**src/hdl/rat_pkg.sv**
```systemverilog
`timescale 1ns / 1ps
// ---------------------------------------------------------------------------
// rat_pkg
// Shared types, register indexes, widths and the arctangent table for the
// range/azimuth target locator.
// ---------------------------------------------------------------------------
package rat_pkg;

  localparam int CORDIC_STEPS_DEF = 20;
  localparam int ANGLE_BITS_DEF   = 16;

  // register indexes on the configuration port
  localparam logic [2:0] REG_X_MAP       = 3'd0;
  localparam logic [2:0] REG_Y_MAP       = 3'd1;
  localparam logic [2:0] REG_HEAD_MODE   = 3'd2;
  localparam logic [2:0] REG_FIXED_HEAD  = 3'd3;
  localparam logic [2:0] REG_LOOK_LEFT   = 3'd4;
  localparam logic [2:0] REG_BEAM_OFFSET = 3'd5;
  localparam logic [2:0] REG_GROUND_EN   = 3'd6;

  // axis selector codes
  localparam logic [2:0] AXIS_NONE  = 3'd0;
  localparam logic [2:0] AXIS_EAST  = 3'd1;
  localparam logic [2:0] AXIS_WEST  = 3'd2;
  localparam logic [2:0] AXIS_NORTH = 3'd3;
  localparam logic [2:0] AXIS_SOUTH = 3'd4;

  localparam int CFG_IDX_W  = 3;
  localparam int CFG_DATA_W = 16;

  // square root: root bits and remainder width
  localparam int SQ_BITS = 35;
  localparam int SQ_W    = 72;
  // vectoring cordic word (velocity scaled by 2^30 plus growth)
  localparam int VEC_W   = 58;
  // rotating cordic word for x, y and residual angle
  localparam int ROT_W   = 34;
  localparam logic signed [ROT_W-1:0] CORDIC_START = 34'sd652032874;
  // east/north sums and final combination
  localparam int E_W     = 39;
  localparam int T_W     = 41;

  localparam logic [31:0] ATAN_TURNS [32] = '{
    32'h20000000, 32'h12E4051D, 32'h09FB385B, 32'h051111D4, 32'h028B0D43,
    32'h0145D7E1, 32'h00A2F61E, 32'h00517C55, 32'h0028BE53, 32'h00145F2E,
    32'h000A2F98, 32'h000517CC, 32'h00028BE6, 32'h000145F3, 32'h0000A2F9,
    32'h0000517C, 32'h000028BE, 32'h0000145F, 32'h00000A2F, 32'h00000517,
    32'h0000028B, 32'h00000145, 32'h000000A2, 32'h00000051, 32'h00000028,
    32'h00000014, 32'h0000000A, 32'h00000005, 32'h00000002, 32'h00000001,
    32'h00000000, 32'h00000000
  };

  typedef struct packed {
    logic signed [35:0] ref_x;
    logic signed [35:0] ref_y;
    logic signed [23:0] vel_x;
    logic signed [23:0] vel_y;
    logic        [34:0] range_in;
    logic signed [15:0] beam_angle;
    logic signed [19:0] platform_height;
    logic signed [19:0] target_height;
  } rat_in_t;

  typedef struct packed {
    logic signed [35:0] target_x;
    logic signed [35:0] target_y;
    logic signed [19:0] target_z;
    logic               axes_degenerate;
  } rat_out_t;

  // unit coefficient: +1, -1 or 0
  typedef struct packed {
    logic pos;
    logic neg;
  } rat_coef_t;

  // carried through the square root cells
  typedef struct packed {
    logic signed [37:0] ref_e;
    logic signed [37:0] ref_n;
    logic signed [19:0] ht;
    logic        [15:0] theta;
    logic signed [25:0] ve;
    logic signed [25:0] vn;
  } rat_sq_sb_t;

  // carried through the heading cells
  typedef struct packed {
    logic signed [37:0]   ref_e;
    logic signed [37:0]   ref_n;
    logic signed [19:0]   ht;
    logic        [15:0]   theta;
    logic [SQ_BITS-1:0]   g;
    logic                 zero_vel;
  } rat_vec_sb_t;

  // carried through the rotation cells
  typedef struct packed {
    logic signed [37:0]   ref_e;
    logic signed [37:0]   ref_n;
    logic signed [19:0]   ht;
    logic [SQ_BITS-1:0]   g;
    logic                 flip;
  } rat_rot_sb_t;

  function automatic rat_coef_t axis_east(input logic [2:0] sel);
    rat_coef_t c;
    c = '0;
    unique case (sel)
      AXIS_EAST: c.pos = 1'b1;
      AXIS_WEST: c.neg = 1'b1;
      default:   c = '0;
    endcase
    return c;
  endfunction

  function automatic rat_coef_t axis_north(input logic [2:0] sel);
    rat_coef_t c;
    c = '0;
    unique case (sel)
      AXIS_NORTH: c.pos = 1'b1;
      AXIS_SOUTH: c.neg = 1'b1;
      default:    c = '0;
    endcase
    return c;
  endfunction

  function automatic logic signed [2:0] coef_val(input rat_coef_t c);
    logic signed [2:0] v;
    v = c.pos ? 3'sd1 : (c.neg ? -3'sd1 : 3'sd0);
    return v;
  endfunction

  function automatic logic signed [T_W-1:0] apply_coef(input rat_coef_t c,
                                                       input logic signed [T_W-1:0] v);
    logic signed [T_W-1:0] r;
    r = c.pos ? v : (c.neg ? -v : '0);
    return r;
  endfunction

endpackage

```
**src/hdl/rat_sqrt_cell.sv**
```systemverilog
`timescale 1ns / 1ps
// ---------------------------------------------------------------------------
// rat_sqrt_cell
// One bit of a restoring integer square root: tries one root bit against
// the remainder and hands remainder, partial root and sideband on.
// ---------------------------------------------------------------------------
module rat_sqrt_cell #(
  parameter int BIT  = 0,
  parameter int SB_W = 1
) (
  input  logic                         clk,
  input  logic                         rst_n,
  input  logic                         in_valid,
  input  logic [rat_pkg::SQ_W-1:0]     in_rem,
  input  logic [rat_pkg::SQ_BITS-1:0]  in_root,
  input  logic [SB_W-1:0]              in_sb,
  output logic                         out_valid,
  output logic [rat_pkg::SQ_W-1:0]     out_rem,
  output logic [rat_pkg::SQ_BITS-1:0]  out_root,
  output logic [SB_W-1:0]              out_sb
);

  logic [rat_pkg::SQ_W-1:0]    trial;
  logic                        fits;
  logic [rat_pkg::SQ_W-1:0]    rem_nxt;
  logic [rat_pkg::SQ_BITS-1:0] root_nxt;
  logic                        valid_r;
  logic [rat_pkg::SQ_W-1:0]    rem_r;
  logic [rat_pkg::SQ_BITS-1:0] root_r;
  logic [SB_W-1:0]             sb_r;

  // (root + 2^b)^2 - root^2
  assign trial = (rat_pkg::SQ_W'(in_root) << (BIT + 1))
               | (rat_pkg::SQ_W'(1) << (2 * BIT));
  assign fits  = in_rem >= trial;

  always_comb begin
    rem_nxt  = fits ? in_rem - trial : in_rem;
    root_nxt = fits ? (in_root | (rat_pkg::SQ_BITS'(1) << BIT)) : in_root;
  end

  always_ff @(posedge clk) begin
    if (!rst_n) begin
      valid_r <= 1'b0;
    end else begin
      valid_r <= in_valid;
    end
    rem_r  <= rem_nxt;
    root_r <= root_nxt;
    sb_r   <= in_sb;
  end

  assign out_valid = valid_r;
  assign out_rem   = rem_r;
  assign out_root  = root_r;
  assign out_sb    = sb_r;

endmodule

```
**config.mk**
```make
export PLATFORM = sky130hd
export DESIGN_NAME = rat_sqrt_cell
export DESIGN_NICKNAME = d
export VERILOG_FILES = /design/src/hdl/rat_pkg.sv /design/src/hdl/rat_sqrt_cell.sv
export SDC_FILE = /design/constraint.sdc
export NUM_CORES = 1
export LEC_CHECK = 0
export BUFFER_PORTS_ARGS = -buffer_cell sky130_fd_sc_hd__buf_2
export CAP_MARGIN = 10
export CORE_MARGIN = 3
export CORE_UTILIZATION = 24
export CTS_CLUSTER_DIAMETER = 120
export DETAILED_ROUTE_END_ITERATION = 10
export PLACE_DENSITY = 0.48
export SLEW_MARGIN = 15
export SYNTH_ARGS = -nofsm -noshare
export SYNTH_HDL_FRONTEND = slang
export SYNTH_SLANG_ARGS = --single-unit
```
**constraint.sdc**
```tcl
create_clock -name clk -period 7.95 [get_ports clk]
set_clock_uncertainty 0.1 [all_clocks]
set_input_delay 1.59 -clock clk [delete_from_list [all_inputs] [get_ports clk]]
set_output_delay 1.59 -clock clk [all_outputs]
set_load 0.01 [all_outputs]
```
==> flow_summary.yaml <==
status:
  status: "complete, no violations"
synth:
  synth_fp_nets: 797
  yosysWarnings: 0
  async_flop_share_pct: 0
  synth.cell_area_mm2: 0.00568
  synthTopCellsByArea: "dfxtp_1 (38%), ha_1 (7.9%), xnor2_1 (6.5%)"
  synthDistinctLibCells: 62
  netlist_instances: 649
  synth_top_area_share_pct: 38.4
  synth.most_common_cell: "dfxtp_1"
  synth_enable_flop_cells: 0
  avgSynthCellArea_um2: 8.75
  yosysTopAreaCell: "dfxtp_1"
  synthFlopType: "dfxtp_1"
  yosysSeqAreaShare_pct: 38.4
  ys_top_cells_by_count: "dfxtp_1 (109), a21oi_1 (69), nor2_1 (61)"
  ys_ff_latch: 109
timing:
  relSlewSlack_pct: 30.1
  whs_ns: 1.23
  rsz0062_at_grt: "false"
  max_slew.worst_pin.slew_ns: 1.04
  finalSetupTns_ns: 0
  fin_crit_ns: 5.12
  fin_crit_sh_pct: 64.5
  setup_viol: 0
  max_freq_ghz: 0.195
  hold_violations: 0
  drv_slew: 0
  setup_ws_ns: 2.83
final_layout:
  syn2layout_area_growth_pct: 30.4
  final_nets: 1015
  multiInputGateArea_mm2: 0.00327
  fill_cells: 2480
  drive_above_1_share_pct: 29.5
  fin_cells: 1186
  regArea_mm2: 0.00218
  final_util_pct: 32.3
  stdcell_area_mm2: 0.00740
routing:
  wirelength_um: 19100
  met3_length_um: 1180
  met1_length_um: 8730
  vias_per_cell: 4.56
  num_vias: 5406
  first_iter_violations: 228
  wl_met2_um: 8860
  top_layer_used: "met5"
  first_pass_iters: 4
  wl_per_cell_um: 16.1
  postRouteAntennaNets: 0
  drc_errors: 0
placed_design:
  place_hpwl_um: 15800
  place_area_mm2: 0.00710
  pre_cts_ws_ns: 2.46
  place_inst: 1169
  gp_congestion: 0.873
  io_buffers: 219
setup_path:
  critPathMaxFanout: 39
  crit_arrival_ns: 5.28
  crit_required_ns: 8.10
  worstSetupEndpointType: "flop"
  start_kind: "primary input"
  critPathKind: "primary input to flop"
power_and_ir_drop:
  power_density_mw_per_mm2: 198
  ir_worst_vdd_mv: 0.0867
  leakage_nw: 3.38
  total_power_mw: 1.47
global_route:
  overflow: 0
  grt_usage_pct: 14.6
  grt_max_degree: 40
  grt_pass1_wl_um: 29400
  grt_pass1_vias: 5370
  antenna_found_initial: 2
clocking:
  htreeDepth: 3
  cts-resized-gates: 0
  root_buffer: "clkbuf_16"
  hold_buffers: 0
  cts_buffer_depth: 2
  cts.sinks: 109
  cts_tree: "yes"
  cts-buffers-inserted: 9
  postCtsSetupBuffers: 0
  cts.clk_slew.worst_paths_ns: 0.08
floorplanning:
  coreArea_mm2: 0.0229
  initial_utilization_pct: 24.8
  die_h_um: 160
  io_pins: 220
  dieArea_mm2: 0.0255
  num_rows: 55
  die_w_um: 160
worst_hold_path:
  hp-class: "primary input to flop"
  hold_depth: 1
flow_run:
  drv_cap: 0
-- cell usage in the layout (no fill, tap or decap), types with 4 or more instances in the layout --
cell type	n
o21bai_1	6
xnor2_1	42
and2_1	7
nor2_1	61
mux2_4	5
nand3_1	14
and3_1	6
a311oi_1	4
clkbuf_16	9
dfxtp_1	109
a21o_1	11
or2_2	4
xor2_1	28
nor3_1	18
or4_1	4
o21ai_0	18
nand2_1	54
or3_1	5
mux2_2	4
a211oi_1	4
buf_2	219
ha_1	36
o21a_1	7
a21oi_1	69
inv_1	39
nor4_1	11
a31oi_1	6
nand4_1	11
-- critical path, cell delays in order --
cell	delay [ns]
buf_2	0.12
fa_1	0.46
a21o_1	0.21
a221o_1	0.39
a31oi_1	0.42
o221ai_1	0.35
a211o_2	0.63
buf_4	0.36
o31a_1	0.30
and4b_1	0.28
xor2_1	0.13
-- registers in the layout, summed over array words and instances (netlist names) --
name / flops
out_valid: 1
out_root: 35
out_rem: 72
out_sb: 1
-- kinds of logic (layout without fill, tap and decap cells) --
family                     Yosys count  in the layout  synth area share, %
AOI/OAI and AO/OA                  156            156                 17.6
xor gates and xnor gates            70             70                 10.8
adders and majority gates           37             37                 8.29
buffers and inverters               53            276                 4.08
DFF                                109            109                 38.4
muxes                                9              9                 2.12
other                                0              1                    0
and+or+nand+nor                    215            215                 18.7
-- worst paths after layout --
kind / from / to / slack (ns)
worst min-delay path: in_sb / out_sb / 1.23
worst max-delay path: in_rem[1] / out_rem[44] / 2.83
-- area by class of cell --
| cell class | count | share of cell area, % |
|---|---|---|
| clock inverters | 7 | 1.06 |
| repair buffers | 221 | 15.0 |
| clock buffers | 9 | 3.04 |
| flip-flops and latches | 109 | 29.5 |
| inverters | 39 | 1.98 |
| well taps | 313 | 5.29 |
| diodes | 1 | 0.0338 |
| multi-input cells | 487 | 44.1 |
-- metal layers --
layer  up-vias  track usage, %
li1       2745               -
met1      2469            18.8
met2       167            23.9
met3        21            3.92
met4         4            4.18
met5         -               0
-- power by group --
part | leakage (nW) | total (mW) | switching, mW | internal, mW
sequential | 0.919 | 0.622 | 0.0135 | 0.608
combinational | 2.31 | 0.378 | 0.217 | 0.161
clock | 0.148 | 0.466 | 0.242 | 0.224
(Power assumes the default switching activity.)
