$ cat src/hdl/rat_pkg.sv
`timescale 1ns / 1ps
// ---------------------------------------------------------------------------
// rat_pkg
// Shared types, register indexes, widths and the arctangent table for the
// range/azimuth target locator.
// ---------------------------------------------------------------------------
package rat_pkg;

  localparam int CORDIC_STEPS_DEF = 20;
  localparam int ANGLE_BITS_DEF   = 16;

  // register indexes on the configuration port
  localparam logic [2:0] REG_X_MAP       = 3'd0;
  localparam logic [2:0] REG_Y_MAP       = 3'd1;
  localparam logic [2:0] REG_HEAD_MODE   = 3'd2;
  localparam logic [2:0] REG_FIXED_HEAD  = 3'd3;
  localparam logic [2:0] REG_LOOK_LEFT   = 3'd4;
  localparam logic [2:0] REG_BEAM_OFFSET = 3'd5;
  localparam logic [2:0] REG_GROUND_EN   = 3'd6;

  // axis selector codes
  localparam logic [2:0] AXIS_NONE  = 3'd0;
  localparam logic [2:0] AXIS_EAST  = 3'd1;
  localparam logic [2:0] AXIS_WEST  = 3'd2;
  localparam logic [2:0] AXIS_NORTH = 3'd3;
  localparam logic [2:0] AXIS_SOUTH = 3'd4;

  localparam int CFG_IDX_W  = 3;
  localparam int CFG_DATA_W = 16;

  // square root: root bits and remainder width
  localparam int SQ_BITS = 35;
  localparam int SQ_W    = 72;
  // vectoring cordic word (velocity scaled by 2^30 plus growth)
  localparam int VEC_W   = 58;
  // rotating cordic word for x, y and residual angle
  localparam int ROT_W   = 34;
  localparam logic signed [ROT_W-1:0] CORDIC_START = 34'sd652032874;
  // east/north sums and final combination
  localparam int E_W     = 39;
  localparam int T_W     = 41;

  localparam logic [31:0] ATAN_TURNS [32] = '{
    32'h20000000, 32'h12E4051D, 32'h09FB385B, 32'h051111D4, 32'h028B0D43,
    32'h0145D7E1, 32'h00A2F61E, 32'h00517C55, 32'h0028BE53, 32'h00145F2E,
    32'h000A2F98, 32'h000517CC, 32'h00028BE6, 32'h000145F3, 32'h0000A2F9,
    32'h0000517C, 32'h000028BE, 32'h0000145F, 32'h00000A2F, 32'h00000517,
    32'h0000028B, 32'h00000145, 32'h000000A2, 32'h00000051, 32'h00000028,
    32'h00000014, 32'h0000000A, 32'h00000005, 32'h00000002, 32'h00000001,
    32'h00000000, 32'h00000000
  };

  typedef struct packed {
    logic signed [35:0] ref_x;
    logic signed [35:0] ref_y;
    logic signed [23:0] vel_x;
    logic signed [23:0] vel_y;
    logic        [34:0] range_in;
    logic signed [15:0] beam_angle;
    logic signed [19:0] platform_height;
    logic signed [19:0] target_height;
  } rat_in_t;

  typedef struct packed {
    logic signed [35:0] target_x;
    logic signed [35:0] target_y;
    logic signed [19:0] target_z;
    logic               axes_degenerate;
  } rat_out_t;

  // unit coefficient: +1, -1 or 0
  typedef struct packed {
    logic pos;
    logic neg;
  } rat_coef_t;

  // carried through the square root cells
  typedef struct packed {
    logic signed [37:0] ref_e;
    logic signed [37:0] ref_n;
    logic signed [19:0] ht;
    logic        [15:0] theta;
    logic signed [25:0] ve;
    logic signed [25:0] vn;
  } rat_sq_sb_t;

  // carried through the heading cells
  typedef struct packed {
    logic signed [37:0]   ref_e;
    logic signed [37:0]   ref_n;
    logic signed [19:0]   ht;
    logic        [15:0]   theta;
    logic [SQ_BITS-1:0]   g;
    logic                 zero_vel;
  } rat_vec_sb_t;

  // carried through the rotation cells
  typedef struct packed {
    logic signed [37:0]   ref_e;
    logic signed [37:0]   ref_n;
    logic signed [19:0]   ht;
    logic [SQ_BITS-1:0]   g;
    logic                 flip;
  } rat_rot_sb_t;

  function automatic rat_coef_t axis_east(input logic [2:0] sel);
    rat_coef_t c;
    c = '0;
    unique case (sel)
      AXIS_EAST: c.pos = 1'b1;
      AXIS_WEST: c.neg = 1'b1;
      default:   c = '0;
    endcase
    return c;
  endfunction

  function automatic rat_coef_t axis_north(input logic [2:0] sel);
    rat_coef_t c;
    c = '0;
    unique case (sel)
      AXIS_NORTH: c.pos = 1'b1;
      AXIS_SOUTH: c.neg = 1'b1;
      default:    c = '0;
    endcase
    return c;
  endfunction

  function automatic logic signed [2:0] coef_val(input rat_coef_t c);
    logic signed [2:0] v;
    v = c.pos ? 3'sd1 : (c.neg ? -3'sd1 : 3'sd0);
    return v;
  endfunction

  function automatic logic signed [T_W-1:0] apply_coef(input rat_coef_t c,
                                                       input logic signed [T_W-1:0] v);
    logic signed [T_W-1:0] r;
    r = c.pos ? v : (c.neg ? -v : '0);
    return r;
  endfunction

endpackage

$ cat src/hdl/rat_vec_cell.sv
`timescale 1ns / 1ps
// ---------------------------------------------------------------------------
// rat_vec_cell
// One vectoring cordic micro-rotation: drives y towards zero and
// accumulates the angle turned.
// ---------------------------------------------------------------------------
module rat_vec_cell #(
  parameter int STEP = 0,
  parameter int SB_W = 1
) (
  input  logic                             clk,
  input  logic                             rst_n,
  input  logic                             in_valid,
  input  logic signed [rat_pkg::VEC_W-1:0] in_x,
  input  logic signed [rat_pkg::VEC_W-1:0] in_y,
  input  logic        [31:0]               in_ang,
  input  logic        [SB_W-1:0]           in_sb,
  output logic                             out_valid,
  output logic signed [rat_pkg::VEC_W-1:0] out_x,
  output logic signed [rat_pkg::VEC_W-1:0] out_y,
  output logic        [31:0]               out_ang,
  output logic        [SB_W-1:0]           out_sb
);

  localparam logic [31:0] ATAN = rat_pkg::ATAN_TURNS[STEP];

  logic signed [rat_pkg::VEC_W-1:0] xs, ys, x_nxt, y_nxt;
  logic signed [rat_pkg::VEC_W-1:0] x_r, y_r;
  logic        [31:0]               ang_nxt, ang_r;
  logic                             up;
  logic                             valid_r;
  logic        [SB_W-1:0]           sb_r;

  always_comb begin
    xs      = in_x >>> STEP;
    ys      = in_y >>> STEP;
    up      = in_y > 0;
    x_nxt   = up ? in_x + ys : in_x - ys;
    y_nxt   = up ? in_y - xs : in_y + xs;
    ang_nxt = up ? in_ang + ATAN : in_ang - ATAN;
  end

  always_ff @(posedge clk) begin
    if (!rst_n) begin
      valid_r <= 1'b0;
    end else begin
      valid_r <= in_valid;
    end
    x_r   <= x_nxt;
    y_r   <= y_nxt;
    ang_r <= ang_nxt;
    sb_r  <= in_sb;
  end

  assign out_valid = valid_r;
  assign out_x     = x_r;
  assign out_y     = y_r;
  assign out_ang   = ang_r;
  assign out_sb    = sb_r;

endmodule

$ cat config.mk
export PLATFORM = sky130hd
export DESIGN_NAME = rat_vec_cell
export DESIGN_NICKNAME = d
export VERILOG_FILES = /design/src/hdl/rat_pkg.sv /design/src/hdl/rat_vec_cell.sv
export SDC_FILE = /design/constraint.sdc
export NUM_CORES = 1
export LEC_CHECK = 0
export ABC_AREA = 1
export BUFFER_PORTS_ARGS = -buffer_cell sky130_fd_sc_hd__buf_2
export CORE_ASPECT_RATIO = 1.4
export CORE_UTILIZATION = 40
export CTS_BUF_LIST = sky130_fd_sc_hd__clkbuf_16
export CTS_CLUSTER_SIZE = 10
export DETAILED_ROUTE_END_ITERATION = 6
export PLACE_DENSITY = 0.59
export SYNTH_ARGS = -nofsm -noshare
export SYNTH_HDL_FRONTEND = slang
export SYNTH_SLANG_ARGS = --single-unit
$ cat constraint.sdc
create_clock -name clk -period 3.2 [get_ports clk]
set_input_delay 0.64 -clock clk [delete_from_list [all_inputs] [get_ports clk]]
set_output_delay 0.64 -clock clk [all_outputs]
set_load 0.005 [all_outputs]
==> metrics.txt, run 1 <==
outcome=finished, final reports clean; Tmin final=2.84 ns; GR Overflow Total=0; asr flop ratio synth=0%; Cell Chain, Critical Path=buf_2 > inv_1 > ha_1 > nand2_1 > nor2_2 > nand2_1 > inv_1 > nand2_1 > inv_1 > nand2_1 > nand2_1 > xor2_1 > nand2_1 > nand2_1; crit-path most repeated cell=nand2_1; # nets final=4141; Max Clk Rate=352 MHz; Die X=187 µm; crit path kind=primary input to flip-flop; Die Height=261 µm; Vias/cell=4.99; CP arrival=3.25 ns; relative slew slack=58.7%; GPL Wtd Cong=1.05; footprint of the multi-input gates=12800 µm²; endpoints failing hold=0; xor/xnor share of the synthesized area=3.11%; synth top area cells=nand2_1 24%, dfxtp_1 16%, inv_1 14%, ha_1 11%, nand3_1 6.9%; DRT Wirelength=81900 µm; Ports=302; worst hold path depth=1; Crit path depth=14; main combinational cell family by area after synthesis=simple AND/OR/NAND/NOR gates; DIE AREA=48700 µm²; Starting Density=40.7%; root buf cell=clkbuf_16; Top FF cell, synth=dfxtp_1; Cell Area, Synth=19100 µm²; fraction of layout cells with a size suffix above 1=14.3%; CTS tree=built; cts hold-fix bufs=0; Compound-Gate Fraction of Synth Area=10.5%; Crit-path slowest cell=ha_1; cell count after placement=4419; hpwl dp=71500 µm; Syn-to-layout area delta=16.6%; critical path's largest stage delay=0.57 ns; Routed Antenna Nets=0; Yosys top cell by area=nand2_1; wire per inst=18.4 µm; postcts setup bufs=0; Synth top area share=24.2%; Period Utilization, post-route=88.8%; adder-cell share of the synthesized area=11.6%; WHS=0.270 ns; Syn Area/Cell=5.51 µm²; yosys warns=0; post-synth cell types=45; RSZ-0062 raised after global routing=no; cells after synthesis=3468; Row Count=94; final worst setup slack=0.359 ns; final cell count without fillers=4452; post-synthesis sequential area ratio=15.6%; Num CTS Buffers=17; Post-synth EDFFs=0; max cap viols=0; core area=47000 µm²; pre-CTS worst setup slack=-0.0208 ns; Post-Syn Nets=3795; Synth Area in Simple Gates=41.8%; CTS Sinks=149; Slew Viols, Final=0; Power Density=369 nW/µm²; register bit total from synthesis=149; Worst setup EP type=flip-flop; Setup TNS=0 ns; worst-path maximum fanout=11; PortBufs=301; first-pass GRT wire length=121000 µm; initial drt markers=1800; DRT Pass-1 Iters=5; HP Class=primary input to flip-flop; Tot GR Track Use=33.0%; slew at the pin closest to its max-slew limit=0.612 ns; CTS-repair resized insts=0; WP buf/inv=4; Pleak=13.3 nW; Max Buffers Root-to-Sink=2; H-tree levels=4; Residual DRC=0; Max IR drop VDD=0.331 mV; Reg clk slew, reported paths=0.07 ns; mux cell area share after synthesis=0%; worst endpoint required time=3.61 ns; vias in the first global route=21130; initial antenna violation count=2; final core occ=47.4%; largest net degree at the start of global routing=40; FF+latch area=2980 µm²; CP delay by family, top=simple AND/OR/NAND/NOR gates; vias post-DR=22231; # setup viols final=0; FILL cells=5494; CP Launch Type=primary input
[synthesized netlist by cell type, types with 13 or more instances]
library cell  number
buf_2             16
ha_1             171
nand2_1         1232
buf_4             37
buf_6             16
nand4_1           64
nor2_1           218
nand2_2           21
nor2_2            34
o21ai_1           19
xor2_1            67
inv_2             13
o21bai_1          20
o21ai_0          136
nand3_1          264
dfxtp_1          149
a21oi_1          174
inv_1            719
[cell usage in the layout, fill, tap and decap left out, drive strengths merged]
master	Yosys	final
nand4	64	64
dfxtp	149	149
ha	171	171
buf	69	405
a21o	1	1
or2	3	3
nand3	271	271
xnor2	1	1
nor3	17	17
diode	0	1
clkinv	0	3
a31oi	7	7
o21a	3	3
nand3b	5	5
clkbuf	9	17
clkinvlp	0	1
a21oi	177	177
xor2	67	67
o21ai	159	159
a21boi	1	1
nor2	260	260
o21bai	23	23
nor4	6	6
and2	7	7
nand2	1254	1254
and3	5	5
o211ai	3	3
inv	732	741
fa	4	4
bufinv	0	2
[layout make-up]
cell class                      count  area share, %
Antenna cell                        1         0.0112
Inverter                          732           12.3
Tap cell                          624           3.50
Clock buffer                       17           1.91
Clock inverter                     15          0.819
Sequential cell                   149           13.4
Timing Repair Buffer              405           10.5
Multi-Input combinational cell   2509           57.5
[stage by stage]
| step | cell area, µm² | power, W |
|---|---|---|
| floorplan | 19100 | 0.00452 |
| global placement | 21700 | 0.00604 |
| detailed placement | 21700 | 0.00604 |
| CTS | 22300 | 0.00825 |
| global route | 22300 | 0.00874 |
| finish | 22300 | 0.00824 |
[flip-flops by register name (all words and copies together) (netlist names)]
signal	cells
out_ang	32
out_sb	1
out_valid	1
out_x	58
out_y	57
[cells by family after synthesis]
kind of cell / count (synthesis)
xor+xnor: 68
buf+inv: 810
simple gates: 1892
flops: 149
fa+ha+maj: 175
compound gates: 374
[where the power goes]
part	switching (W)	internal [W]	leakage (nW)
clock	0.00100	0.00119	0.297
combinational	0.00253	0.00128	11.8
sequential	0.0000740	0.00216	1.26
[per-layer routing]
metal / vias to the layer above / routed length (µm) / track usage, %
li1: 11243 / - / -
met1: 9912 / 32500 / 37.1
met2: 864 / 39500 / 59.2
met3: 210 / 4300 / 3.70
met4: 2 / 5490 / 21.3
met5: - / 1 / 0
[worst paths after layout]
check,start,to,slack [ns]
max,in_x[28],out_y[29],0.36
min,in_ang[26],out_ang[26],0.27
No activity file was read; power rests on OpenSTA's default activity.
==> run 2, diff against run 1 <==
Settings changed: ABC_AREA 1 to 0, BUFFER_PORTS_ARGS -buffer_cell sky130_fd_sc_hd__buf_2 to unset, DONT_BUFFER_PORTS set to 1, PLACE_DENSITY 0.59 to 0.53.
==> run 2 against run 1 <==
Die area down 27%. Via count fell by 30%. Setup slack got worse by 0.32 ns. Global-route usage is 2.9 points higher. Wire length shrank 20%. Largest power group unchanged. Total power down 1.6%. Critical endpoint is now out_x[54]. Count of clock-buffer cells in the layout is the same. Critical path depth is the same. Sequential cell count unchanged.
==> metrics.txt, run 2 <==
outcome=finished, final reports clean (unchanged); max reg flops=58 (unchanged); fraction of layout cells with a size suffix above 1=28.8% (was 14.3%); Residual DRC=0 (unchanged); # nets final=2628 (was 4141); Top FF cell, synth=dfxtp_1 (unchanged); Tot GR Track Use=35.9% (was 33.0%); GR Overflow Total=0 (unchanged); Die X=159 µm (was 187 µm); Post-Syn Nets=2164 (was 3795); CTS tree=built (unchanged); core area=34100 µm² (was 47000 µm²); RSZ-0062 raised after global routing=yes (was no); Worst setup EP type=flip-flop (unchanged); Starting Density=40.7% (about the same); Post-Layout Inst Area=19300 µm² (was 22300 µm²); initial drt markers=1045 (was 1800); max cap viols=0 (unchanged); hpwl dp=56000 µm (was 71500 µm); CTS Sinks=149 (unchanged); first-pass GRT wire length=95400 µm (was 121000 µm); register bit total from synthesis=149 (unchanged); Ports=302 (unchanged); Die Height=222 µm (was 261 µm); footprint of the multi-input gates=10400 µm² (was 12800 µm²); Crit-path slowest cell=or4_4 (was ha_1); Cell Area, Synth=13900 µm² (was 19100 µm²); cells after synthesis=1837 (was 3468); asr flop ratio synth=0% (unchanged); most frequent cells in the layout=519 x buf_4, 239 x a21oi_1, 175 x inv_1 (was 1232 x nand2_1, 719 x inv_1, 301 x buf_2); vias post-DR=15585 (was 22231); Max Buffers Root-to-Sink=2 (unchanged); cts hold-fix bufs=0 (unchanged); Yosys top cell by area=dfxtp_1 (was nand2_1); relative slew slack=46.8% (was 58.7%); synth cell count leaders=254 x a21oi_1, 175 x inv_1, 171 x ha_1, 149 x dfxtp_1, 146 x nor2_1 (was 1232 x nand2_1, 719 x inv_1, 264 x nand3_1, 218 x nor2_1, 174 x a21oi_1); Vias/cell=5.64 (was 4.99); H-tree levels=4 (unchanged); worst endpoint required time=3.58 ns (was 3.61 ns); Post-synth EDFFs=0 (unchanged); synth top area cells=dfxtp_1 21%, ha_1 15%, a21oi_1 9.2%, xnor2_1 6.8%, inv_1 4.7% (was nand2_1 24%, dfxtp_1 16%, inv_1 14%, ha_1 11%, nand3_1 6.9%); Slew Viols, Final=0 (unchanged); Cell Chain, Critical Path=ha_2 > fa_2 > nand2b_1 > a221oi_2 > or4_4 > a21oi_4 > o31ai_4 > a22o_4 > a31oi_4 > o41ai_4 > buf_4 > a41oi_4 > o22ai_2 > xnor2_1 (was buf_2 > inv_1 > ha_1 > nand2_1 > nor2_2 > nand2_1 > inv_1 > nand2_1 > inv_1 > nand2_1 > nand2_1 > xor2_1 > nand2_1 > nand2_1); Syn-to-layout area delta=39.2% (was 16.6%); number of diodes=0 (was 1); Synth top area share=21.5% (was 24.2%); DRT Pass-1 Iters=5 (unchanged); endpoints failing hold=0 (unchanged); HP Class=primary input to flip-flop (unchanged); Post-DP Area=18100 µm² (was 21700 µm²); vias in the first global route=16012 (was 21130); Reg clk slew, reported paths=0.07 ns (about the same); Max IR drop VDD=0.280 mV (was 0.331 mV); Num CTS Buffers=17 (unchanged); final core occ=56.6% (was 47.4%); worst-path maximum fanout=4 (was 11); CP Launch Type=primary input (unchanged); Tmin final=3.16 ns (was 2.84 ns); initial antenna violation count=0 (was 2); Max Clk Rate=317 MHz (was 352 MHz); Period Utilization, post-route=98.7% (was 88.8%); # setup viols final=0 (unchanged); largest net degree at the start of global routing=26 (was 40); Syn Area/Cell=7.56 µm² (was 5.51 µm²); GPL Wtd Cong=1.01 (was 1.05); wire per inst=23.6 µm (was 18.4 µm); DRT Wirelength=65100 µm (was 81900 µm); crit path kind=primary input to flip-flop (unchanged); WHS=0.185 ns (was 0.270 ns); Routed Antenna Nets=0 (unchanged); Row Count=80 (was 94); PortBufs=0 (was 301); slew at the pin closest to its max-slew limit=0.790 ns (was 0.612 ns); commonest non-fill, non-tap cell in the layout=buf_4 (was nand2_1); yosys warns=0 (unchanged); FILL cells=3290 (was 5494); CP arrival=3.54 ns (was 3.25 ns); Pleak=9.00 nW (was 13.3 nW); Power Density=420 nW/µm² (was 369 nW/µm²); critical path's largest stage delay=0.52 ns (was 0.57 ns); most frequent cell after synthesis=a21oi_1 (was nand2_1); FF+latch area=2980 µm² (unchanged); post-synthesis sequential area ratio=21.5% (was 15.6%); post-synth cell types=82 (was 45); DIE AREA=35500 µm² (was 48700 µm²); root buf cell=clkbuf_16 (unchanged)
## run 2: cell types whose count changed in the layout (fill, tap and decap cells not counted), sizes merged, moves of 30 or more
cell / change
o21bai: +45
a21oi: +81
a21o: +33
inv: -554
xor2: -60
nand3: -250
xnor2: +107
nor2: -114
buf: +123
mux2i: +30
nand2: -1147
## run 2: area by class of cell
type                    count  area share (%)
multi-input cells        1426            54.0
repair buffers            528            21.0
flip-flops and latches    149            15.4
inverters                 179            3.49
well taps                 451            2.92
clock buffers              17            2.20
clock inverters            15           0.920
## run 2: stage by stage
step / setup TNS (ns) / setup WS, ns / total power [W] / instances
global route: -0.0923 / -0.0220 / 0.00845 / 2765
global placement: -36.97 / -0.748 / 0.00583 / 2723
floorplan: -0.0495 / -0.0348 / 0.00415 / 1837
finish: 0 / 0.0432 / 0.00811 / 2765
detailed placement: -35.68 / -0.759 / 0.00582 / 2723
CTS: -0.0126 / -0.0126 / 0.00799 / 2757
## run 2: cell families after synthesis
family	count (synthesis)	share of synthesized area [%]
AO/OA/AOI/OAI	661	30.5
AND/OR/NAND/NOR	445	15.3
buffers and inverters	262	7.39
adder cells (fa/ha/maj)	175	16.0
flip-flops	149	21.5
XOR/XNOR	115	7.26
multiplexers	30	2.16
## run 2: report_power, final
| group | switching [W] | internal [W] | total [W] |
|---|---|---|---|
| Clock | 0.000998 | 0.00112 | 0.00212 |
| Sequential | 0.000247 | 0.00225 | 0.00249 |
| Combinational | 0.00190 | 0.00160 | 0.00350 |
| Total | 0.00314 | 0.00497 | 0.00811 |
## run 2: path summary, 6_finish.rpt
check | start | endpoint | slack [ns] | depth (start not counted)
setup / recovery | in_x[0] | out_x[54] | 0.04 | 14
hold / removal | in_ang[23] | out_ang[23] | 0.19 | 0
## run 2: critical path, delay by kind of cell
kind | cells | cell delay (ns)
simple gates | 2 | 0.62
compound gates | 8 | 1.35
fa+ha+maj | 2 | 0.55
buf+inv | 1 | 0.19
xor+xnor | 1 | 0.19
## run 2: what timing repair did
item                       in CTS  in global routing
buffers inserted                2                  9
pin swaps                       7                 47
setup endpoints to repair      35                 48
gates resized for setup        27                 74
## run 2: per-layer routing
metal	wire length, µm	track usage (%)	part of all wire [%]	up-vias
met5	0	0	0	-
met4	5110	27.4	7.8	0
met3	3070	5.15	4.7	196
met2	34000	67.7	52	620
met1	22900	35.1	35	7357
li1	-	-	-	7412
