[src/hdl/rat_pkg.sv]
`timescale 1ns / 1ps
// ---------------------------------------------------------------------------
// rat_pkg
// Shared types, register indexes, widths and the arctangent table for the
// range/azimuth target locator.
// ---------------------------------------------------------------------------
package rat_pkg;

  localparam int CORDIC_STEPS_DEF = 20;
  localparam int ANGLE_BITS_DEF   = 16;

  // register indexes on the configuration port
  localparam logic [2:0] REG_X_MAP       = 3'd0;
  localparam logic [2:0] REG_Y_MAP       = 3'd1;
  localparam logic [2:0] REG_HEAD_MODE   = 3'd2;
  localparam logic [2:0] REG_FIXED_HEAD  = 3'd3;
  localparam logic [2:0] REG_LOOK_LEFT   = 3'd4;
  localparam logic [2:0] REG_BEAM_OFFSET = 3'd5;
  localparam logic [2:0] REG_GROUND_EN   = 3'd6;

  // axis selector codes
  localparam logic [2:0] AXIS_NONE  = 3'd0;
  localparam logic [2:0] AXIS_EAST  = 3'd1;
  localparam logic [2:0] AXIS_WEST  = 3'd2;
  localparam logic [2:0] AXIS_NORTH = 3'd3;
  localparam logic [2:0] AXIS_SOUTH = 3'd4;

  localparam int CFG_IDX_W  = 3;
  localparam int CFG_DATA_W = 16;

  // square root: root bits and remainder width
  localparam int SQ_BITS = 35;
  localparam int SQ_W    = 72;
  // vectoring cordic word (velocity scaled by 2^30 plus growth)
  localparam int VEC_W   = 58;
  // rotating cordic word for x, y and residual angle
  localparam int ROT_W   = 34;
  localparam logic signed [ROT_W-1:0] CORDIC_START = 34'sd652032874;
  // east/north sums and final combination
  localparam int E_W     = 39;
  localparam int T_W     = 41;

  localparam logic [31:0] ATAN_TURNS [32] = '{
    32'h20000000, 32'h12E4051D, 32'h09FB385B, 32'h051111D4, 32'h028B0D43,
    32'h0145D7E1, 32'h00A2F61E, 32'h00517C55, 32'h0028BE53, 32'h00145F2E,
    32'h000A2F98, 32'h000517CC, 32'h00028BE6, 32'h000145F3, 32'h0000A2F9,
    32'h0000517C, 32'h000028BE, 32'h0000145F, 32'h00000A2F, 32'h00000517,
    32'h0000028B, 32'h00000145, 32'h000000A2, 32'h00000051, 32'h00000028,
    32'h00000014, 32'h0000000A, 32'h00000005, 32'h00000002, 32'h00000001,
    32'h00000000, 32'h00000000
  };

  typedef struct packed {
    logic signed [35:0] ref_x;
    logic signed [35:0] ref_y;
    logic signed [23:0] vel_x;
    logic signed [23:0] vel_y;
    logic        [34:0] range_in;
    logic signed [15:0] beam_angle;
    logic signed [19:0] platform_height;
    logic signed [19:0] target_height;
  } rat_in_t;

  typedef struct packed {
    logic signed [35:0] target_x;
    logic signed [35:0] target_y;
    logic signed [19:0] target_z;
    logic               axes_degenerate;
  } rat_out_t;

  // unit coefficient: +1, -1 or 0
  typedef struct packed {
    logic pos;
    logic neg;
  } rat_coef_t;

  // carried through the square root cells
  typedef struct packed {
    logic signed [37:0] ref_e;
    logic signed [37:0] ref_n;
    logic signed [19:0] ht;
    logic        [15:0] theta;
    logic signed [25:0] ve;
    logic signed [25:0] vn;
  } rat_sq_sb_t;

  // carried through the heading cells
  typedef struct packed {
    logic signed [37:0]   ref_e;
    logic signed [37:0]   ref_n;
    logic signed [19:0]   ht;
    logic        [15:0]   theta;
    logic [SQ_BITS-1:0]   g;
    logic                 zero_vel;
  } rat_vec_sb_t;

  // carried through the rotation cells
  typedef struct packed {
    logic signed [37:0]   ref_e;
    logic signed [37:0]   ref_n;
    logic signed [19:0]   ht;
    logic [SQ_BITS-1:0]   g;
    logic                 flip;
  } rat_rot_sb_t;

  function automatic rat_coef_t axis_east(input logic [2:0] sel);
    rat_coef_t c;
    c = '0;
    unique case (sel)
      AXIS_EAST: c.pos = 1'b1;
      AXIS_WEST: c.neg = 1'b1;
      default:   c = '0;
    endcase
    return c;
  endfunction

  function automatic rat_coef_t axis_north(input logic [2:0] sel);
    rat_coef_t c;
    c = '0;
    unique case (sel)
      AXIS_NORTH: c.pos = 1'b1;
      AXIS_SOUTH: c.neg = 1'b1;
      default:    c = '0;
    endcase
    return c;
  endfunction

  function automatic logic signed [2:0] coef_val(input rat_coef_t c);
    logic signed [2:0] v;
    v = c.pos ? 3'sd1 : (c.neg ? -3'sd1 : 3'sd0);
    return v;
  endfunction

  function automatic logic signed [T_W-1:0] apply_coef(input rat_coef_t c,
                                                       input logic signed [T_W-1:0] v);
    logic signed [T_W-1:0] r;
    r = c.pos ? v : (c.neg ? -v : '0);
    return r;
  endfunction

endpackage

[src/hdl/rat_rot_cell.sv]
`timescale 1ns / 1ps
// ---------------------------------------------------------------------------
// rat_rot_cell
// One rotating cordic micro-rotation: turns (x, y) towards the residual
// angle and reduces it by the step's arctangent.
// ---------------------------------------------------------------------------
module rat_rot_cell #(
  parameter int STEP = 0,
  parameter int SB_W = 1
) (
  input  logic                             clk,
  input  logic                             rst_n,
  input  logic                             in_valid,
  input  logic signed [rat_pkg::ROT_W-1:0] in_x,
  input  logic signed [rat_pkg::ROT_W-1:0] in_y,
  input  logic signed [rat_pkg::ROT_W-1:0] in_z,
  input  logic        [SB_W-1:0]           in_sb,
  output logic                             out_valid,
  output logic signed [rat_pkg::ROT_W-1:0] out_x,
  output logic signed [rat_pkg::ROT_W-1:0] out_y,
  output logic signed [rat_pkg::ROT_W-1:0] out_z,
  output logic        [SB_W-1:0]           out_sb
);

  localparam logic signed [rat_pkg::ROT_W-1:0] ATAN_Z =
    rat_pkg::ROT_W'(rat_pkg::ATAN_TURNS[STEP]);

  logic signed [rat_pkg::ROT_W-1:0] xs, ys, x_nxt, y_nxt, z_nxt;
  logic signed [rat_pkg::ROT_W-1:0] x_r, y_r, z_r;
  logic                             pos;
  logic                             valid_r;
  logic        [SB_W-1:0]           sb_r;

  always_comb begin
    xs    = in_x >>> STEP;
    ys    = in_y >>> STEP;
    pos   = in_z >= 0;
    x_nxt = pos ? in_x - ys : in_x + ys;
    y_nxt = pos ? in_y + xs : in_y - xs;
    z_nxt = pos ? in_z - ATAN_Z : in_z + ATAN_Z;
  end

  always_ff @(posedge clk) begin
    if (!rst_n) begin
      valid_r <= 1'b0;
    end else begin
      valid_r <= in_valid;
    end
    x_r  <= x_nxt;
    y_r  <= y_nxt;
    z_r  <= z_nxt;
    sb_r <= in_sb;
  end

  assign out_valid = valid_r;
  assign out_x     = x_r;
  assign out_y     = y_r;
  assign out_z     = z_r;
  assign out_sb    = sb_r;

endmodule

[config.mk]
export PLATFORM = sky130hd
export DESIGN_NAME = rat_rot_cell
export DESIGN_NICKNAME = d
export VERILOG_FILES = /design/src/hdl/rat_pkg.sv /design/src/hdl/rat_rot_cell.sv
export SDC_FILE = /design/constraint.sdc
export NUM_CORES = 1
export LEC_CHECK = 0
export BUFFER_PORTS_ARGS = -buffer_cell sky130_fd_sc_hd__buf_2
export CAP_MARGIN = 25
export CORE_MARGIN = 2
export CORE_UTILIZATION = 54
export DETAILED_ROUTE_END_ITERATION = 7
export HOLD_SLACK_MARGIN = 0.02
export PLACE_DENSITY = 0.81
export SYNTH_ARGS = -nofsm -noshare
export SYNTH_HDL_FRONTEND = slang
export SYNTH_SLANG_ARGS = --single-unit
[constraint.sdc]
create_clock -name clk -period 3.7 [get_ports clk]
set_input_delay 0.74 -clock clk [delete_from_list [all_inputs] [get_ports clk]]
set_output_delay 0.74 -clock clk [all_outputs]
set_load 0.01 [all_outputs]
==> summary.txt, run 1 <==
Outcome
  – Status: finished clean

Timing
  – Fin. Hold Viols: 0
  – Worst slew pin tran: 0.6292 ns
  – Final Setup Violations: 0
  – Final period util: 0.8788
  – Setup TNS: 0 ns
  – RSZ-0062 raised after global routing: false
  – Rel. slew slack: 0.5767
  – Slew Limit Fails: 0
  – Fmax: 307.5 MHz
  – Post-layout min period: between 3 and 4 ns

Worst setup path
  – Crit start category: input port
  – Endpoint class of the critical path: flop
  – CP Cell Sequence: buf_2 -> inv_1 -> ha_1 -> nand2b_1 -> a221oi_2 -> nor4_1 -> o21a_1 -> and3_1 -> o31ai_1 -> o21ai_0 -> o21ai_0 -> xnor2_1
  – Critical path's slowest cell: ha_1
  – Maximum net fanout on the critical path: 14
  – Crit path DAT: 3.53 ns
  – Worst EP required: 3.98 ns
  – Crit path top cell by count: o21ai_0
  – CP max stage delay: 0.46 ns
  – Worst Setup Path Type: input port to flop
  – Crit. Startpoint: in_x[12]

Power and ir drop
  – Switching share of power: 0.3706
  – Final Power: 3908 µW
  – Comb pwr share: 0.388
  – Peak VDD IR: 0.2512 mV
  – Pwr/cell area: 403.8 nW/µm²
  – Clock network fraction of design power: 0.262
  – Share of power burned in registers: 0.349
  – Leakage: 0.004654 µW
  – NetSw: 1448 µW
  – Internal power: 2460 µW

Floorplanning
  – Initial core utilization: 0.5509
  – Core Box Area: between 10000 and 15000 µm²
  – Std-Cell Rows: 44
  – DIE AREA: 15760 µm²
  – Die Wd: approximately 130 µm
  – IO Pins: 210
  – Die Ht: between 100 and 150 µm

Worst hold path
  – Worst hold path type: input port to flop
  – Hold_sp: in_sb

Yosys
  – Post-Syn Area: 7976 µm²
  – Asr flop ratio synth: 0
  – Post-synth top flop: dfxtp_1
  – Top cells by count, synth: 120 x a21oi_1, 103 x dfxtp_1, 103 x ha_1, 103 x inv_1, 83 x nor2_1
  – Yosys cell types: 73
  – Yosys reg bits: about 100
  – Yosys top cell by area: dfxtp_1
  – Post-Syn Instances: 1006
  – Post-synthesis net count: 1219
  – Count leader, synth: a21oi_1
  – Mean area per synthesized cell: 7.929 µm²
  – Area fraction of the dominant cell type after synthesis: 0.2585
  – Register area share after synthesis: 0.2585
  – EDFF count, synth: 0
  – Yosys warns: 0
  – Top area cells in the synthesized netlist: dfxtp_1 26%, ha_1 16%, a21oi_1 7.5%

Drt
  – DR vias/cell: 5.877
  – Vias post-DR: 8280
  – Antenna Violating Nets Remaining: 0
  – Drt pass-1 iters: 7
  – Initial drt markers: 746
  – Detailed-route wire length per cell: around 19 µm
  – DRC viols: 0
  – Routed WL: around 26000 µm

Place
  – IO Port Bufs: 209
  – GP Congestion: between 1 and 1.5
  – DP HPWL: 21080 µm

Clock network
  – Clock slew at the register clock pins of the worst setup and hold paths: 0.07 ns
  – H-tree Lvls: 3
  – CTS tree: yes
  – CTS root buffer: clkbuf_16
  – # hold bufs at CTS: 0
  – Bufs on Longest Clock Path: 2
  – Post-CTS Resized: 0
  – Post-CTS setup buffer count: 0
  – Sink Count: about 100
  – TritonCTS buffer count: 9

GRT
  – First-pass GRT wire length: between 40000 and 50000 µm
  – Overflow after GRT: 0
  – Largest net degree at the start of global routing: 53
  – Global Route Usage Sum: 0.3265
  – Vias in the first global route: between 7000 and 8000
  – Initial antenna violation count: 0

Flow run
  – Max Cap Viol: 0

Finish
  – P&R area growth vs syn: 21.35%
  – Share of cells above drive strength 1: 0.2310
  – Diodes inserted: 0
  – Final #Nets: 1433
  – Fillers: 1280
-- through the flow --
step	hold slack [ns]	std cells	util	setup slack, ns	area, µm²
2_1_floorplan	0.7677	1006	-	0.5002	7976
5_1_grt	0.4823	1409	0.6685	0.1592	9679
3_5_place_dp	0.8442	1393	0.6466	0.1584	9363
6_report	0.4838	1409	0.6685	0.4483	9679
3_3_place_gp	0.8455	1393	0.6466	0.1989	9363
4_1_cts	0.4824	1409	0.6685	0.5046	9679
-- sequential cells by signal (all words and copies together) (netlist names) --
| register | flops |
|---|---|
| out_sb | 1 |
| out_valid | 1 |
| out_x | 34 |
| out_y | 33 |
| out_z | 34 |
-- layout make-up --
| class | instances | area, µm² | area share |
|---|---|---|---|
| Clock buffer | 9 | 225.2 | 0.02327 |
| Clock inverter | 7 | 91.34 | 0.009436 |
| Inverter | 110 | 412.9 | 0.04266 |
| Multi-Input combinational cell | 752 | 5336 | 0.5513 |
| Sequential cell | 103 | 2062 | 0.2130 |
| Tap cell | 184 | 230.2 | 0.02378 |
| Timing Repair Buffer | 244 | 1321 | 0.1365 |
-- routing by layer --
metal / vias to the layer above / GRT usage / part of all wire
met1: 3787 / 0.4177 / 0.41
met2: 473 / 0.5475 / 0.47
met4: 0 / 0.1353 / 0.039
li1: 3944 / - / -
met5: - / 0 / 0
met3: 76 / 0.05263 / 0.086
-- layout by cell type, fill, tap and decap left out, types with 9 or more instances in the layout --
master,netlist,final
xnor2_1,59,59
a21oi_1,120,120
clkbuf_16,0,9
nor2_1,83,82
a21o_1,13,13
o21ai_0,65,65
buf_2,11,209
dfxtp_1,103,103
a211oi_1,9,9
nand2b_1,11,11
nand3_1,16,16
nand2_1,47,47
inv_1,103,102
o21a_1,14,14
nor3_1,18,18
o31ai_1,11,11
o211ai_1,14,14
buf_4,1,34
o22ai_1,10,10
nor2b_1,10,10
o21bai_1,19,19
ha_1,103,103
nand4_1,10,10
mux2i_1,12,12
nor4_1,12,12
-- critical path, delay by kind of cell --
family	cells	cell delay, ns
simple gates	3	0.56
fa+ha+maj	1	0.46
xor+xnor	1	0.15
compound gates	5	1.48
buf+inv	2	0.16
-- kinds of logic after synthesis --
| logic type | after synthesis | share of synthesized area |
|---|---|---|
| xor+xnor | 68 | 0.07561 |
| buf+inv | 151 | 0.07341 |
| flops | 103 | 0.2585 |
| compound gates | 327 | 0.2610 |
| simple gates | 237 | 0.1429 |
| mux | 13 | 0.01694 |
| fa+ha+maj | 107 | 0.1716 |
-- path summary, 6_finish.rpt --
| check | slack, ns | cells past startpoint | end |
|---|---|---|---|
| min | 0.48 | 1 | out_sb$_DFF_P_ |
| max | 0.45 | 12 | out_x[31]$_DFF_P_ |
-- power groups by stage --
| stage | combinational [µW] | sequential, µW | clock (µW) |
|---|---|---|---|
| 2_1_floorplan | 788 | 1500 | 0 |
| 3_3_place_gp | 1480 | 1390 | 0 |
| 3_5_place_dp | 1480 | 1390 | 0 |
| 4_1_cts | 1490 | 1370 | 1040 |
| 5_1_grt | 1640 | 1380 | 1080 |
| 6_report | 1520 | 1370 | 1030 |
Power figures use the tool's default switching activity.
==> inputs of run 2 (changes only) <==
==> constraint.sdc (replaced) <==
create_clock -name clk -period 3.2 [get_ports clk]
set_input_delay 0.64 -clock clk [delete_from_list [all_inputs] [get_ports clk]]
set_output_delay 0.64 -clock clk [all_outputs]
set_load 0.01 [all_outputs]
==> summary.txt, run 2 (synthesized netlist as in run 1, its figures left out) <==
Outcome
  – Status: finished clean

Worst setup path
  – Crit. Startpoint: in_x[8]
  – Crit path DAT: 3.27 ns (-0.26 ns)
  – Crit start category: input port
  – Worst EP required: 3.49 ns (-0.49 ns)
  – Endpoint class of the critical path: flop
  – Maximum net fanout on the critical path: 6 (-8)
  – Worst Setup Path Type: input port to flop

Worst hold path
  – WHS Endpoint: out_sb$_DFF_P_
  – Hold_sp: in_sb
  – Hold Path Depth: 1 (unchanged)
  – Worst hold path type: input port to flop

Timing
  – Final Setup Violations: 0 (unchanged)
  – Fmax: 335.7 MHz
  – Slew Limit Fails: 0 (unchanged)
  – Final period util: 0.9308
  – RSZ-0062 raised after global routing: false
  – Setup TNS: 0 ns (unchanged)
  – Worst slew pin tran: 0.5480 ns (-0.08115 ns)
  – Fin. Hold Viols: 0 (unchanged)
  – Post-layout min period: 2.978 ns
  – Final WS setup: 0.2216 ns (-0.2267 ns)
  – Rel. slew slack: 0.6329 (+0.05626)

Drt
  – DRC viols: 0 (unchanged)
  – DR vias/cell: 5.755 (-2.1%)
  – Detailed-route wire length per cell: 17.77 µm (-4.8%)
  – Routed WL: 26360 µm (+0.21%)
  – Vias post-DR: 8535 (+3.1%)
  – Initial drt markers: 725 (-2.8%)
  – Drt pass-1 iters: 6 (-1)
  – Antenna Violating Nets Remaining: 0 (unchanged)

Place
  – IO Port Bufs: 209 (unchanged)
  – Placed Area: 9956 µm² (+6.3%)
  – DP HPWL: 21380 µm (+1.4%)
  – Placement Setup Slack: -0.09218 ns (-0.2506 ns)
  – GP Congestion: 0.9969 (-1.0%)

GRT
  – Initial antenna violation count: 0 (unchanged)
  – First-pass GRT wire length: 41480 µm (+0.75%)
  – Largest net degree at the start of global routing: 53 (unchanged)
  – Vias in the first global route: 8188 (+3.5%)
  – Global Route Usage Sum: 0.3270 (+0.0004558)
  – Overflow after GRT: 0 (unchanged)

Finish
  – Diodes inserted: 0 (unchanged)
  – Register area: 2062 µm² (unchanged)
  – Commonest non-fill, non-tap cell in the layout: buf_2
  – Final #Nets: 1507 (+5.2%)
  – Fillers: 1187 (-7.3%)
  – Area of the multi-input gates: 5336 µm² (unchanged)
  – Design area: 10270 µm² (+6.1%)
  – P&R area growth vs syn: 28.78%
  – Commonest non-fill, non-tap cells in the layout: 209 x buf_2, 120 x a21oi_1, 105 x buf_4, 103 x ha_1, 103 x dfxtp_1
  – Share of cells above drive strength 1: 0.2748 (+0.04381)

Floorplanning
  – Initial core utilization: 0.5509 (unchanged)
  – Core Box Area: 14480 µm² (unchanged)
  – Die Ht: 125.5 µm (unchanged)
  – Die Wd: 125.5 µm (unchanged)
  – IO Pins: 210 (unchanged)
  – Std-Cell Rows: 44 (unchanged)
  – DIE AREA: 15760 µm² (unchanged)

Clock network
  – # hold bufs at CTS: 0 (unchanged)
  – CTS root buffer: clkbuf_16
  – Clock slew at the register clock pins of the worst setup and hold paths: 0.07 ns (about the same)
  – Sink Count: 103 (unchanged)
  – CTS tree: yes
  – H-tree Lvls: 3 (unchanged)
  – TritonCTS buffer count: 9 (unchanged)
  – Post-CTS setup buffer count: 0 (unchanged)
  – Bufs on Longest Clock Path: 2 (unchanged)
  – Post-CTS Resized: 0 (unchanged)

Power and ir drop
  – Pwr/cell area: 452.6 nW/µm² (+12%)
  – Peak VDD IR: 0.2971 mV (+18%)
  – Leakage: 0.005026 µW (+8.0%)

Flow run
  – Max Cap Viol: 0 (unchanged)
## run 2: changes by cell type in the layout (fill, tap and decap cells not counted), sizes merged
| cell | change |
|---|---|
| buf | +74 |
## run 2: layout make-up
type,count,area share
clock buffer,9,0.02192
tap,184,0.02241
clock inverter,7,0.008892
multi-input combinational,752,0.5195
timing repair buffer,318,0.1864
sequential,103,0.2007
inverter,110,0.04019
## run 2: routing by layer
metal  GRT usage  vias to the layer above  routed length [µm]
met5           0                        -                   0
met4      0.1451                        0                 991
met3     0.06290                       81                2208
met2      0.5466                      440               12420
met1      0.4093                     3913               10740
li1            -                     4101                   -
## run 2: worst max path at each step
stage	cells after the start	endpoint	slack [ns]
global placement	14	out_x[26]$_DFF_P_	-0.13
CTS	11	out_x[31]$_DFF_P_	0.27
floorplan	14	out_z[32]$_DFF_P_	0.10
global route	11	out_x[31]$_DFF_P_	0.02
finish	11	out_x[31]$_DFF_P_	0.22
detailed placement	11	out_x[31]$_DFF_P_	-0.09
## run 2: worst max-delay path, stage by stage
cell	delay [ns]
buf_2	0.10
inv_1	0.04
ha_1	0.37
or4_1	0.55
a21oi_2	0.23
o211ai_1	0.19
and3_1	0.22
o31ai_1	0.35
o21ai_0	0.20
o21ai_0	0.23
xnor2_1	0.14
## run 2: power by group
part / internal (µW) / total, µW / switching [µW]
clock network: 626 / 1200 / 570
logic: 806 / 1870 / 1060
registers: 1520 / 1580 / 66.7
## run 2: metrics by stage
stage / hold WS, ns / cells / total power [µW] / utilization
final: 0.3911 / 1483 / 4649 / 0.7095
after global routing: 0.3927 / 1483 / 4872 / 0.7095
after CTS: 0.3864 / 1483 / 4634 / 0.7095
after detailed placement: 0.7516 / 1467 / 3441 / 0.6876
after global placement: 0.7468 / 1467 / 3426 / 0.6876
after floorplan: 0.6677 / 1006 / 2641 / -
==> inputs of run 3 (changes only) <==
--- a/config.mk
+++ b/config.mk
@@ -11,6 +11,7 @@
 export CORE_UTILIZATION = 54
 export DETAILED_ROUTE_END_ITERATION = 7
 export HOLD_SLACK_MARGIN = 0.02
+export MAX_ROUTING_LAYER = met4
 export PLACE_DENSITY = 0.81
 export SYNTH_ARGS = -nofsm -noshare
 export SYNTH_HDL_FRONTEND = slang
==> summary.txt, run 3 (synthesized netlist as in run 1, its figures left out) <==
Power and ir drop
  – Final Power: 4640 µW (-0.19%)
  – Peak VDD IR: 0.2896 mV (-2.5%)
  – Pwr/cell area: 443.9 nW/µm² (-1.9%)
  – Leakage: 0.005134 µW (+2.2%)

Drt
  – DR vias/cell: 5.783 (+0.49%)
  – Detailed-route wire length per cell: 18.13 µm (+2.0%)
  – Drt pass-1 iters: 5 (-1)
  – Antenna Violating Nets Remaining: 0 (unchanged)
  – Vias post-DR: 8733 (+2.3%)
  – DRC viols: 0 (unchanged)
  – Routed WL: 27370 µm (+3.8%)
  – Initial drt markers: 738 (+1.8%)

Timing
  – Final period util: 0.9465 (+0.01577)
  – RSZ-0062 raised after global routing: false
  – Fmax: 330.2 MHz (-1.7%)
  – Final Setup Violations: 0 (unchanged)
  – Slew Limit Fails: 0 (unchanged)
  – Setup TNS: 0 ns (unchanged)
  – Worst slew pin tran: 0.6046 ns (+0.05655 ns)
  – Rel. slew slack: 0.5935 (-0.03944)
  – Fin. Hold Viols: 0 (unchanged)
  – Post-layout min period: 3.029 ns (+0.05047 ns)

Clock network
  – Clock slew at the register clock pins of the worst setup and hold paths: 0.07 ns (about the same)
  – TritonCTS buffer count: 9 (unchanged)
  – Sink Count: 103 (unchanged)
  – Bufs on Longest Clock Path: 2 (unchanged)
  – CTS tree: yes
  – CTS root buffer: clkbuf_16
  – H-tree Lvls: 3 (unchanged)

GRT
  – Global Route Usage Sum: 0.3466 (+0.01958)
  – Largest net degree at the start of global routing: 53 (unchanged)
  – Overflow after GRT: 0 (unchanged)
  – Initial antenna violation count: 1 (+1)
  – Vias in the first global route: 8477 (+3.5%)
  – First-pass GRT wire length: 42520 µm (+2.5%)

Floorplanning
  – DIE AREA: 15760 µm² (unchanged)
  – IO Pins: 210 (unchanged)
  – Die Wd: 125.5 µm (unchanged)
  – Std-Cell Rows: 44 (unchanged)
  – Die Ht: 125.5 µm (unchanged)
  – Core Box Area: 14480 µm² (unchanged)
  – Initial core utilization: 0.5509 (unchanged)

Finish
  – Final core occ: 0.7219 (+0.01244)
  – P&R area growth vs syn: 31.04%
  – Design area: 10450 µm² (+1.8%)
  – Final #Nets: 1533 (+1.7%)
  – Commonest non-fill, non-tap cells in the layout: 209 x buf_2, 131 x buf_4, 120 x a21oi_1, 103 x ha_1, 103 x dfxtp_1
  – Final non-filler cell total: 1510 (+1.8%)
  – Share of cells above drive strength 1: 0.2898 (+0.01498)
  – Commonest non-fill, non-tap cell in the layout: buf_2

Worst setup path
  – Crit start category: input port
  – Maximum net fanout on the critical path: 3 (-3)
  – Endpoint class of the critical path: flop
  – Worst EP required: 3.48 ns (about the same)
  – Worst Setup Path Type: input port to flop
  – Crit path DAT: 3.31 ns (+0.04 ns)

Place
  – GP Congestion: 0.9775 (-1.9%)
  – DP HPWL: 22300 µm (+4.3%)
  – IO Port Bufs: 209 (unchanged)
  – Placed Area: 10150 µm² (+2.0%)
  – Placed Cells: 1493 (+1.8%)

Flow run
  – Max Cap Viol: 0 (unchanged)

Outcome
  – Status: finished clean

Worst hold path
  – Worst hold path type: input port to flop
## run 3: per-layer routing
layer | wire length, µm | part of all wire | vias up | GRT usage
met1 | 10900 | 0.40 | 4015 | 0.4126
met5 | 0 | 0 | - | -
met4 | 1007 | 0.037 | 0 | 0.1340
li1 | - | - | 4146 | -
met2 | 12990 | 0.47 | 486 | 0.5720
met3 | 2483 | 0.091 | 86 | 0.07617
## run 3: path summary, 6_finish.rpt
path	cells past startpoint	slack [ns]	to	start
worst max-delay path	13	0.17	out_x[30]$_DFF_P_	in_x[0]
worst min-delay path	1	0.38	out_sb$_DFF_P_	in_sb
## run 3: cell type report
type	count	area (µm²)
inverter	110	412.9
tap	184	230.2
antenna	1	2.502
clock inverter	7	67.56
clock buffer	9	225.2
sequential	103	2062
fill	1207	4026
timing repair buffer	344	2110
multi-input combinational	752	5343
## run 3: metrics by stage
stage | hold slack (ns) | worst slack (ns)
floorplan | 0.6677 | 0.1002
global placement | 0.7437 | -0.1115
detailed placement | 0.7439 | -0.1282
CTS | 0.3820 | 0.2197
global route | 0.3800 | 0.02415
finish | 0.3797 | 0.1711
## run 3: timing repair
action / 4_1_cts / 5_1_grt
setup buffers: 0 / 0
endpoints found under the setup margin: 0 / 2
gates resized for setup: 0 / 1
hold buffers: 0 / 0
endpoints found under the hold margin: 0 / 0
## run 3: power breakdown
| part | total [µW] | switching, µW | internal, µW | leakage [µW] |
|---|---|---|---|---|
| Sequential | 1580 | 67.2 | 1520 | 0.000869 |
| Clock | 1120 | 575 | 545 | 0.000133 |
| Combinational | 1940 | 1090 | 847 | 0.00413 |
| Total | 4640 | 1730 | 2910 | 0.00513 |
## run 3: worst max-delay path, stage by stage
cell	delay, ns
buf_2	0.12
ha_1	0.23
fa_1	0.39
nor2b_1	0.16
o211ai_1	0.20
o211ai_1	0.19
o211ai_1	0.29
o21ai_1	0.19
a41oi_1	0.35
buf_4	0.18
nor2_1	0.03
a31oi_1	0.17
xnor2_1	0.16
